[src/sv/rms_pkg.sv]
//------------------------------------------------------------------------------
// rms_pkg: shared types, sizes and helpers for the block RMS engine.
// Holds the sample and result beat types, the accumulator status struct,
// the sequencer states and the sample magnitude helper.
//------------------------------------------------------------------------------
package rms_pkg;

    // Block limits.
    localparam int MAX_SAMPLES = 4096;
    localparam int SAMPLE_BITS = 16;

    // Fixed field widths of the two channels.
    localparam int SAMPLE_W   = 16;
    localparam int RMS_W      = 16;
    localparam int CNT_OUT_W  = 13;

    // Derived internal widths.
    localparam int COUNT_W    = $clog2(MAX_SAMPLES + 1);
    localparam int SUM_W      = 2 * SAMPLE_BITS - 1 + $clog2(MAX_SAMPLES);
    localparam int ROOT_W     = (SUM_W + 1) / 2;
    localparam int EXT_W      = (SAMPLE_BITS > SAMPLE_W) ? SAMPLE_BITS : SAMPLE_W;
    localparam int DIV_CNT_W  = $clog2(SUM_W + 1);
    localparam int SQ_TOP     = 2 * ((SUM_W - 1) / 2);

    typedef struct packed {
        logic signed [SAMPLE_W-1:0] sample;
        logic                       last;
    } smp_beat_t;

    typedef struct packed {
        logic [RMS_W-1:0]     rms;
        logic [CNT_OUT_W-1:0] sample_count;
        logic                 overflow;
    } res_beat_t;

    typedef struct packed {
        logic [SUM_W-1:0]   sum;
        logic [COUNT_W-1:0] count;
        logic               overflowed;
    } acc_state_t;

    typedef enum logic [2:0] {
        S_IDLE,
        S_ACC,
        S_DIV,
        S_ROOT,
        S_PUT
    } state_t;

    // Magnitude of the low SAMPLE_BITS bits of a sample, read as two's complement.
    function automatic logic [SAMPLE_BITS-1:0] sample_mag(input logic signed [SAMPLE_W-1:0] s);
        logic [EXT_W-1:0]       ext;
        logic [SAMPLE_BITS-1:0] raw;
        ext = EXT_W'($unsigned(s));
        raw = ext[SAMPLE_BITS-1:0];
        return raw[SAMPLE_BITS-1] ? (SAMPLE_BITS'(0) - raw) : raw;
    endfunction

endpackage

[src/sv/rms_sqacc.sv]
//------------------------------------------------------------------------------
// rms_sqacc: bit-serial square and accumulate.
// Squares one sample magnitude by shift and add, one multiplier bit per
// cycle, straight into the running sum; also keeps the count and drop flag.
//------------------------------------------------------------------------------
module rms_sqacc
    import rms_pkg::*;
(
    input  logic                   clk,
    input  logic                   rst_n,
    input  logic                   start,
    input  logic [SAMPLE_BITS-1:0] mag,
    input  logic                   clear,
    output logic                   done,
    output acc_state_t             acc
);

    logic                     busy_reg, busy_next;
    logic [SAMPLE_BITS-1:0]   mplier_reg, mplier_next;
    logic [2*SAMPLE_BITS-1:0] mcand_reg, mcand_next;
    logic [SUM_W-1:0]         sum_reg, sum_next;
    logic [COUNT_W-1:0]       count_reg, count_next;
    logic                     ovf_reg, ovf_next;
    logic                     full;

    assign full = (count_reg >= COUNT_W'(MAX_SAMPLES));
    assign done = busy_reg && (mplier_reg == '0);
    assign acc  = '{sum: sum_reg, count: count_reg, overflowed: ovf_reg};

    always_comb
    begin
        busy_next   = busy_reg;
        mplier_next = mplier_reg;
        mcand_next  = mcand_reg;
        sum_next    = sum_reg;
        count_next  = count_reg;
        ovf_next    = ovf_reg;
        if (start)
        begin
            busy_next  = 1'b1;
            mcand_next = (2*SAMPLE_BITS)'(mag);
            if (full)
            begin
                // The block is already full: the sample is dropped.
                ovf_next    = 1'b1;
                mplier_next = '0;
            end
            else
            begin
                mplier_next = mag;
                count_next  = count_reg + 1'b1;
            end
        end
        else if (busy_reg)
        begin
            if (mplier_reg == '0)
            begin
                busy_next = 1'b0;
            end
            else
            begin
                if (mplier_reg[0])
                begin
                    sum_next = sum_reg + SUM_W'(mcand_reg);
                end
                mcand_next  = mcand_reg << 1;
                mplier_next = mplier_reg >> 1;
            end
        end
        if (clear)
        begin
            sum_next   = '0;
            count_next = '0;
            ovf_next   = 1'b0;
        end
    end

    always_ff @(posedge clk or negedge rst_n)
    begin
        if (!rst_n)
        begin
            busy_reg  <= 1'b0;
            sum_reg   <= '0;
            count_reg <= '0;
            ovf_reg   <= 1'b0;
        end
        else
        begin
            busy_reg  <= busy_next;
            sum_reg   <= sum_next;
            count_reg <= count_next;
            ovf_reg   <= ovf_next;
        end
    end

    always_ff @(posedge clk)
    begin
        mplier_reg <= mplier_next;
        mcand_reg  <= mcand_next;
    end

`ifndef NO_ASSERTIONS
    a_count_limit: assert property (@(posedge clk) disable iff (!rst_n)
        count_reg <= COUNT_W'(MAX_SAMPLES))
        else $error("sample count went past the block limit");
`endif

endmodule

[src/sv/rms_div.sv]
//------------------------------------------------------------------------------
// rms_div: restoring divider, one quotient bit per cycle.
// Divides the sum of squares by the sample count to give the floor of the mean.
//------------------------------------------------------------------------------
module rms_div
    import rms_pkg::*;
(
    input  logic               clk,
    input  logic               rst_n,
    input  logic               start,
    input  logic [SUM_W-1:0]   dividend,
    input  logic [COUNT_W-1:0] divisor,
    output logic               done,
    output logic [SUM_W-1:0]   quotient
);

    logic                 busy_reg, busy_next;
    logic [DIV_CNT_W-1:0] step_reg, step_next;
    logic [COUNT_W-1:0]   rem_reg, rem_next;
    logic [COUNT_W-1:0]   dvs_reg, dvs_next;
    logic [SUM_W-1:0]     quo_reg, quo_next;
    logic [COUNT_W:0]     trial;
    logic [COUNT_W:0]     diff;
    logic                 ge;

    assign trial    = {rem_reg, quo_reg[SUM_W-1]};
    assign ge       = (trial >= {1'b0, dvs_reg});
    assign diff     = trial - {1'b0, dvs_reg};
    assign done     = busy_reg && (step_reg == '0);
    assign quotient = quo_reg;

    always_comb
    begin
        busy_next = busy_reg;
        step_next = step_reg;
        rem_next  = rem_reg;
        dvs_next  = dvs_reg;
        quo_next  = quo_reg;
        if (start)
        begin
            busy_next = 1'b1;
            step_next = DIV_CNT_W'(SUM_W);
            rem_next  = '0;
            dvs_next  = divisor;
            quo_next  = dividend;
        end
        else if (busy_reg)
        begin
            if (step_reg == '0)
            begin
                busy_next = 1'b0;
            end
            else
            begin
                rem_next  = ge ? diff[COUNT_W-1:0] : trial[COUNT_W-1:0];
                quo_next  = {quo_reg[SUM_W-2:0], ge};
                step_next = step_reg - 1'b1;
            end
        end
    end

    always_ff @(posedge clk or negedge rst_n)
    begin
        if (!rst_n)
        begin
            busy_reg <= 1'b0;
            step_reg <= '0;
        end
        else
        begin
            busy_reg <= busy_next;
            step_reg <= step_next;
        end
    end

    always_ff @(posedge clk)
    begin
        rem_reg <= rem_next;
        dvs_reg <= dvs_next;
        quo_reg <= quo_next;
    end

`ifndef NO_ASSERTIONS
    a_rem_below_divisor: assert property (@(posedge clk) disable iff (!rst_n)
        (done && (dvs_reg != '0)) |-> (rem_reg < dvs_reg))
        else $error("divider finished with a remainder not below the divisor");
`endif

endmodule

[src/sv/rms_isqrt.sv]
//------------------------------------------------------------------------------
// rms_isqrt: digit-by-digit integer square root.
// Settles one root bit per cycle, working on two bits of the radicand at a time.
//------------------------------------------------------------------------------
module rms_isqrt
    import rms_pkg::*;
(
    input  logic              clk,
    input  logic              rst_n,
    input  logic              start,
    input  logic [SUM_W-1:0]  value,
    output logic              done,
    output logic [ROOT_W-1:0] root
);

    logic             busy_reg, busy_next;
    logic [SUM_W-1:0] v_reg, v_next;
    logic [SUM_W:0]   r_reg, r_next;
    logic [SUM_W-1:0] bit_reg, bit_next;
    logic [SUM_W:0]   rb;
    logic [SUM_W:0]   vd;
    logic             ge;

    assign rb   = r_reg + (SUM_W+1)'(bit_reg);
    assign ge   = ((SUM_W+1)'(v_reg) >= rb);
    assign vd   = (SUM_W+1)'(v_reg) - rb;
    assign done = busy_reg && (bit_reg == '0);
    assign root = r_reg[ROOT_W-1:0];

    always_comb
    begin
        busy_next = busy_reg;
        v_next    = v_reg;
        r_next    = r_reg;
        bit_next  = bit_reg;
        if (start)
        begin
            busy_next = 1'b1;
            v_next    = value;
            r_next    = '0;
            bit_next  = SUM_W'(1) << SQ_TOP;
        end
        else if (busy_reg)
        begin
            if (bit_reg == '0)
            begin
                busy_next = 1'b0;
            end
            else
            begin
                if (ge)
                begin
                    v_next = vd[SUM_W-1:0];
                    r_next = (r_reg >> 1) + (SUM_W+1)'(bit_reg);
                end
                else
                begin
                    r_next = r_reg >> 1;
                end
                bit_next = bit_reg >> 2;
            end
        end
    end

    always_ff @(posedge clk or negedge rst_n)
    begin
        if (!rst_n)
        begin
            busy_reg <= 1'b0;
            bit_reg  <= '0;
        end
        else
        begin
            busy_reg <= busy_next;
            bit_reg  <= bit_next;
        end
    end

    always_ff @(posedge clk)
    begin
        v_reg <= v_next;
        r_reg <= r_next;
    end

`ifndef NO_ASSERTIONS
    a_root_fits: assert property (@(posedge clk) disable iff (!rst_n)
        done |-> (r_reg[SUM_W:ROOT_W] == '0))
        else $error("square root result is wider than the root width");
`endif

endmodule

[src/sv/rms_of_sample_block.sv]
//------------------------------------------------------------------------------
// rms_of_sample_block: RMS of a block of signed samples.
// Squares and sums each sample bit-serially, then on the marked last sample
// divides by the count and takes the integer square root, one bit per cycle.
//
//   channel   direction   handshake              beat payload
//   smp       in          smp_valid / smp_stall  sample, last
//   res       out         res_valid / res_stall  rms, sample_count, overflow
//
// A sample beat holds off the next one until the shift-and-add squarer has
// stepped through every bit of its magnitude (at most SAMPLE_BITS bits); a
// dropped sample skips the squaring. After the last beat the engine runs the
// divider, then the square root, and then loads the result register.
// Reset clears the sum, the count, the drop flag and the handshake state.
// The result sits in an output register; a stalled result holds the engine
// only when the next block result is ready to be written over it.
//------------------------------------------------------------------------------
module rms_of_sample_block
    import rms_pkg::*;
(
    input  logic      clk,
    input  logic      rst_n,
    input  logic      smp_valid,
    output logic      smp_stall,
    input  smp_beat_t smp_data,
    output logic      res_valid,
    input  logic      res_stall,
    output res_beat_t res_data
);

    state_t             state_reg, state_next;
    logic               last_reg, last_next;
    logic [COUNT_W-1:0] cnt_res_reg, cnt_res_next;
    logic               ovf_res_reg, ovf_res_next;
    logic               res_valid_reg, res_valid_next;
    res_beat_t          res_reg, res_next;

    logic               smp_take;
    logic               res_free;

    logic               sq_start;
    logic               sq_clear;
    logic               sq_done;
    acc_state_t         acc;

    logic               div_start;
    logic               div_done;
    logic [SUM_W-1:0]   quotient;

    logic               root_start;
    logic [SUM_W-1:0]   root_value;
    logic               root_done;
    logic [ROOT_W-1:0]  root;

    // Samples are taken only while the engine is idle.
    assign smp_stall = (state_reg != S_IDLE);
    assign smp_take  = smp_valid && !smp_stall;
    assign res_valid = res_valid_reg;
    assign res_data  = res_reg;
    assign res_free  = !res_valid_reg || !res_stall;

    // A zero count cannot close a block, but it is kept safe: the mean is zero.
    assign root_value = (cnt_res_reg == '0) ? '0 : quotient;

    rms_sqacc u_sqacc (
        .clk   (clk),
        .rst_n (rst_n),
        .start (sq_start),
        .mag   (sample_mag(smp_data.sample)),
        .clear (sq_clear),
        .done  (sq_done),
        .acc   (acc)
    );

    rms_div u_div (
        .clk      (clk),
        .rst_n    (rst_n),
        .start    (div_start),
        .dividend (acc.sum),
        .divisor  (acc.count),
        .done     (div_done),
        .quotient (quotient)
    );

    rms_isqrt u_isqrt (
        .clk   (clk),
        .rst_n (rst_n),
        .start (root_start),
        .value (root_value),
        .done  (root_done),
        .root  (root)
    );

    always_comb
    begin
        state_next     = state_reg;
        last_next      = last_reg;
        cnt_res_next   = cnt_res_reg;
        ovf_res_next   = ovf_res_reg;
        res_valid_next = res_valid_reg;
        res_next       = res_reg;
        sq_start       = 1'b0;
        sq_clear       = 1'b0;
        div_start      = 1'b0;
        root_start     = 1'b0;

        // A result beat leaves when the downstream side takes it.
        if (res_valid_reg && !res_stall)
        begin
            res_valid_next = 1'b0;
        end

        case (state_reg)
            S_IDLE:
            begin
                if (smp_take)
                begin
                    sq_start   = 1'b1;
                    last_next  = smp_data.last;
                    state_next = S_ACC;
                end
            end
            S_ACC:
            begin
                if (sq_done)
                begin
                    if (last_reg)
                    begin
                        // Close the block: hand the sum to the divider, keep the
                        // count and flag for the result, and clear the totals.
                        div_start    = 1'b1;
                        cnt_res_next = acc.count;
                        ovf_res_next = acc.overflowed;
                        sq_clear     = 1'b1;
                        state_next   = S_DIV;
                    end
                    else
                    begin
                        state_next = S_IDLE;
                    end
                end
            end
            S_DIV:
            begin
                if (div_done)
                begin
                    root_start = 1'b1;
                    state_next = S_ROOT;
                end
            end
            S_ROOT:
            begin
                if (root_done)
                begin
                    state_next = S_PUT;
                end
            end
            S_PUT:
            begin
                if (res_free)
                begin
                    res_next.rms          = RMS_W'(root);
                    res_next.sample_count = CNT_OUT_W'(cnt_res_reg);
                    res_next.overflow     = ovf_res_reg;
                    res_valid_next        = 1'b1;
                    state_next            = S_IDLE;
                end
            end
            default:
            begin
                state_next = S_IDLE;
            end
        endcase
    end

    always_ff @(posedge clk or negedge rst_n)
    begin
        if (!rst_n)
        begin
            state_reg     <= S_IDLE;
            res_valid_reg <= 1'b0;
        end
        else
        begin
            state_reg     <= state_next;
            res_valid_reg <= res_valid_next;
        end
    end

    always_ff @(posedge clk)
    begin
        last_reg    <= last_next;
        cnt_res_reg <= cnt_res_next;
        ovf_res_reg <= ovf_res_next;
        res_reg     <= res_next;
    end

`ifndef NO_ASSERTIONS
    a_result_from_put: assert property (@(posedge clk) disable iff (!rst_n)
        $rose(res_valid_reg) |-> ($past(state_reg) == S_PUT))
        else $error("result register loaded outside the result hand-off");

    a_take_starts_acc: assert property (@(posedge clk) disable iff (!rst_n)
        smp_take |=> (state_reg == S_ACC))
        else $error("accepted sample did not start the squarer");
`endif

endmodule

[config.mk]
export PLATFORM = sky130hd
export DESIGN_NAME = rms_of_sample_block
export DESIGN_NICKNAME = d
export VERILOG_FILES = /design/src/sv/rms_pkg.sv /design/src/sv/rms_sqacc.sv /design/src/sv/rms_div.sv /design/src/sv/rms_isqrt.sv /design/src/sv/rms_of_sample_block.sv
export SDC_FILE = /design/constraint.sdc
export NUM_CORES = 1
export LEC_CHECK = 0
export BUFFER_PORTS_ARGS = -buffer_cell sky130_fd_sc_hd__buf_2
export CAP_MARGIN = 20
export CORE_MARGIN = 4
export CORE_UTILIZATION = 49
export CTS_CLUSTER_DIAMETER = 60
export DETAILED_ROUTE_END_ITERATION = 10
export GPL_TIMING_DRIVEN = 0
export PLACE_DENSITY = 0.74
export SYNTH_ARGS = -nofsm -noshare
export SYNTH_HDL_FRONTEND = slang
export SYNTH_HIERARCHICAL = 1
export SYNTH_SLANG_ARGS = --single-unit
[constraint.sdc]
create_clock -name clk -period 10.7 [get_ports clk]
set_input_delay 0.535 -clock clk [delete_from_list [all_inputs] [get_ports clk]]
set_output_delay 0.535 -clock clk [all_outputs]
set_load 0.005 [all_outputs]
* After elaboration in Yosys (flattened, before gate mapping)
Cells that the tools add are included.
** Storage, ports and cells
- Bits in registers :: 362
- Input bits :: 21
- Logic and storage cells :: 151
** Cells by class
- Add/subtract/negate cells :: 8
- Order comparisons :: 3
- Equality and inequality tests :: 15
- Mux-type cells :: 61
- Bitwise gates (word level) :: 3
- Reductions and logical operators :: 37
** Operator list (number)
- 43-bit two-way mux :: 16
- 16-bit two-way mux :: 8
- 13-bit two-way mux :: 4
- 43-bit by 43-bit adder with 44-bit output :: 1
- 44-bit by 43-bit adder with 44-bit output :: 1
- 43-bit by 44-bit greater-or-equal comparator with 1-bit output :: 1
- 44-bit two-way mux :: 1
- 43-bit by 32-bit adder with 43-bit output :: 1
- 43-bit logical NOT :: 1
- 43-bit subtractor :: 1
- 1-bit two-way mux :: 22
- 2-bit inequality test, second input constant :: 10
- 2-bit AND reduction :: 10
- 6-bit two-way mux :: 3
- 16-bit logical NOT :: 1
- 2-bit nonzero test :: 8
- 1-bit by 16-bit subtractor with 16-bit output, first input constant :: 1
- 3-bit two-way mux :: 5
- 3-bit case mux with 5 select lines :: 1
- 14-bit by 13-bit greater-or-equal comparator with 1-bit output :: 1
- 13-bit by 1-bit adder with 13-bit output, second input constant :: 1
- 13-bit greater-or-equal comparator, second input constant :: 1
- 13-bit logical NOT :: 1
- 13-bit subtractor :: 1
- 16 further kinds :: 26

* Depth between registers and ports, before layout
- Depth after elaboration :: 7
- Depth in mapped cells :: 23
- Depth with buffers taken out :: 21

* By module
Netlist, hierarchy kept.
** Modules (own cells, without submodules)
- rms_isqrt :: times used 1, cells each 1234, area an instance 10058.4 µm², sequential area each 2747.6 µm²
- rms_sqacc :: times used 1, cells each 700, area an instance 6480.0 µm², sequential area each 2732.6 µm²
- rms_div :: times used 1, cells each 313, area an instance 3865.0 µm², sequential area each 2117.0 µm²
- rms_of_sample_block :: times used 1, cells each 164, area an instance 2182.1 µm², sequential area each 1451.4 µm²

* Worst setup path before layout
OpenSTA, ideal clock, no wires.
- Path type :: reg2reg
- Start point :: register u_isqrt.bit_reg[4]
- End point :: register u_isqrt.v_reg[0] (enable)
- Data arrival time :: 7.374 ns
- Required time :: 10.197 ns
- Path slack :: 2.823 ns
- Stages on the path, launching flop included :: 22
- Buffers on the path :: 3
- Clock period less this slack :: 7.877 ns
- Cell sequence :: dfrtp_1 -> ha_1 -> a211oi_1 -> a211oi_2 -> a211o_1 -> a21boi_0 -> o21ai_0 -> nand2_1 -> nand2_1 -> xnor2_1 -> ha_1 -> buf_4 -> nand3_2 -> or4_4 -> nor4_4 -> o211ai_2 -> a21oi_2 -> o31ai_2 -> or2_1 -> buf_6 -> buf_2 -> o21ai_0
** On the way
- Cells in the longest elaborated chain, start to end :: 4
** RTL lines
- start: declaration :: RTL line rms_isqrt.sv:19 : logic [SUM_W-1:0] bit_reg, bit_next;
- start signal: assignment :: RTL line rms_isqrt.sv:75 : bit_reg <= bit_next;
- 44-bit by 43-bit adder with 44-bit output :: RTL line rms_isqrt.sv:24 : assign rb = r_reg + (SUM_W+1)'(bit_reg);
- 43-bit by 44-bit greater-or-equal comparator with 1-bit output :: RTL line rms_isqrt.sv:25 : assign ge = ((SUM_W+1)'(v_reg) >= rb);
- 2-bit nonzero test (no line)
- 3-bit AND reduction (no line) (*)
- end signal: assignment :: RTL line rms_isqrt.sv:81 : v_reg <= v_next;
- end: declaration :: RTL line rms_isqrt.sv:17 : logic [SUM_W-1:0] v_reg, v_next;
Every way passes the cells marked *; elsewhere a longest branch is shown, timed or not.
A chain may end at the register's enable or synchronous reset.

* Worst setup path after layout
- Start point :: register u_isqrt.r_reg[4]
- End point :: register u_isqrt.v_reg[15] (enable)
** On the way
- Cells in the longest elaborated chain, start to end :: 4
** RTL lines
- start: declaration :: RTL line rms_isqrt.sv:18 : logic [SUM_W:0] r_reg, r_next;
- start signal: assignment :: RTL line rms_isqrt.sv:82 : r_reg <= r_next;
- 44-bit by 43-bit adder with 44-bit output :: RTL line rms_isqrt.sv:24
- 43-bit by 44-bit greater-or-equal comparator with 1-bit output :: RTL line rms_isqrt.sv:25
- 2-bit nonzero test (no line)
- 3-bit AND reduction (no line)
No other way between the ends.

==> flow_summary.yaml <==
timing:
  timing.fmax_mhz: 151
  min_period_over_period: 0.618
  tightest_slew_ps: 1090
  layout_min_cycle_time_ps: 6620
  final.setup_skew_ps: 17.6
  grt_setup_unrepaired: "false"
  finalHoldViolations: 0
  slew_viol_final: 0
  fin_setup_tns_ps: 0
  setup_viol: 0
  slew_headroom: 0.268
yosys:
  avgSynthCellArea_um2: 9.37
  syn_area_mm2: 0.0225
  syn-num-nets: 2567
  synth_warnings: 6
  syn-instance-count: 2405
detailed_routing:
  wl_per_cell_um: 20.1
  ant_nets: 0
  via_per_inst: 6.14
  drt-total-wl_mm: 63.2
  dr.pass1.iters: 6
  drt-initial-drc-count: 1664
  remaining_drc_errors: 0
  dr_total_vias: 19300
clocking:
  cts_max_level: 2
  cts_made_buffers: 40
  cts-root-buf: "clkbuf_16"
  cts_sinks: 341
  clk_pin_slew_ps: 60
  cts_setup_buffers: 0
  post_cts_resized: 0
  postCtsHoldBufs: 1
  clk_latency_ps: 570
  cts_max_path_buffers: 3
  cts_tree: "built"
worst_setup_path:
  crit_type: "flop to flop"
  crit_top_cell: "ha_1"
  reg2reg_slack_ps: 4080
  crit_required_ps: 10960
  crit_path_cell_trace: "ha_1, a211oi_1, a211oi_2, a211o_1, a21boi_0, o21ai_0, a31oi_1, xor2_1, ha_1, nand3_2, or4_4, nor4_4, o211ai_2, a21oi_2, o31ai_2, or2_1, buf_6, buf_2, o21ai_4, buf_16"
  crit_path_max_fanout: 23
  crit_path_end_kind: "flop"
  worstSetupStartpointType: "flop"
  crit_arrival_ps: 6880
  crit_path_max_incr_delay_ps: 720
  crit_path_top_delay_cell: "o21ai_4"
  r2r_cells: 20
power:
  p_leak_uw: 0.00998
  ir_drop_v: 0.000185
  power_switching_uw: 1620
  p_clk_frac: 0.311
  p_sw_frac: 0.349
  combPwrFrac: 0.317
  p_per_area_mw_per_mm2: 186
  pwr-share-seq: 0.372
  intPower_uw: 3040
worst_hold_path:
  holdCritPathClass: "primary input to flop"
  min_path_cells: 1
placement:
  gp_congestion: 0.970
  portBuffers: 52
  dp_hpwl_mm: 47.1
  placed_cells: 3062
final_layout:
  largest_reg_flops: 44
  area_delta_synth_final_pct: 11.4
  nFillCells: 4015
  finalNonFillerCells: 3137
  multiInputGateArea_mm2: 0.0126
  diodes: 0
  final_nets: 2667
  regArea_mm2: 0.00905
  drive_gt1_frac: 0.119
die:
  die_w_um: 222
  dieHeight_um: 222
  design.core.area_mm2: 0.0454
  io_pins: 53
  rows: 78
  dieArea_mm2: 0.0495
  start_util: 0.497
grt:
  grt_max_degree: 59
  gr-max-usage-layer: "met2"
  grt_util_met1: 0.314
  antenna_found_initial: 0
  grtUsageMet2: 0.410
  grt_pass1_vias: 18500
  grt_usage: 0.243
  grtUsageMet3: 0.0295
  overflow: 0
  grt_pass1_wl_mm: 98.3
flow_run:
  maxCapViolations: 0
run_status:
  outcome: "finished clean"
[area by class of cell]
class | count | share of cell area
plain buffers | 136 | 0.0267
clock buffers | 52 | 0.0454
clock inverters | 22 | 0.00996
inverters | 78 | 0.0117
multi-input cells | 1850 | 0.500
flip-flops and latches | 341 | 0.360
well taps | 600 | 0.0299
repair buffers | 58 | 0.0160
[final timing paths]
check | from | to
worst max-delay path | u_isqrt/r_reg[4] | u_isqrt/v_reg[15]
worst min-delay path | smp_data[0] | last_reg
worst max register to register | u_isqrt/r_reg[4] | u_isqrt/v_reg[15]
worst min register to register | ovf_res_reg | res_data[0]
max in group asynchronous | rst_n | u_sqacc/count_reg[5]
min in group asynchronous | rst_n | u_isqrt/bit_reg[32]
[cell usage in the layout (no fill, tap or decap), drive strengths merged, types with 17 or more instances in the layout]
cell    count
clkbuf    135
a21oi     172
inv        80
ha        138
xnor2      98
nand2b     19
nor2      175
nand3      48
mux2       65
buf       110
edfxtp    176
nor4       30
o21a       17
dfxtp      73
a211oi     59
o21ai     145
nand2     286
a21o       42
nor2b      22
nor3       51
dfrtp      92
xor2       66
o31ai      24
o211ai     23
mux2i      39
and2       59
a31oi      45
nand4      40
[worst max-delay path, delay by kind of cell (launching register included)]
kind	cells	cell delay, ps
AO/OA/AOI/OAI	10	3110
flip-flops	1	460
buffers and inverters	3	640
XOR/XNOR	1	120
AND/OR/NAND/NOR	4	1190
adder cells (fa/ha/maj)	2	740
[power by group through the flow]
stage	logic (uW)	registers (uW)	clock network (uW)
floorplan	1170	1680	0
global placement	1400	1750	0
detailed placement	1440	1760	0
CTS	1450	1730	1470
global route	1630	1750	1520
finish	1480	1730	1450
[stage by stage]
step	setup WS, ps	hold WS, ps	area (um^2)	power [uW]	utilization
4_1_cts	4130	128	25100	4650	0.553
3_5_place_dp	4180	414	23700	3200	0.523
6_report	4080	153	25100	4660	0.553
2_1_floorplan	2820	239	22500	2850	-
3_3_place_gp	303	408	23600	3150	0.519
5_1_grt	3830	142	25100	4910	0.553
[routing by layer]
layer	share of wire	wire length (um)	vias up
li1	-	-	9049
met1	0.42	26400	9251
met2	0.47	29700	796
met3	0.065	4120	166
met4	0.048	3050	0
met5	0	0	-
(Power assumes the default switching activity.)
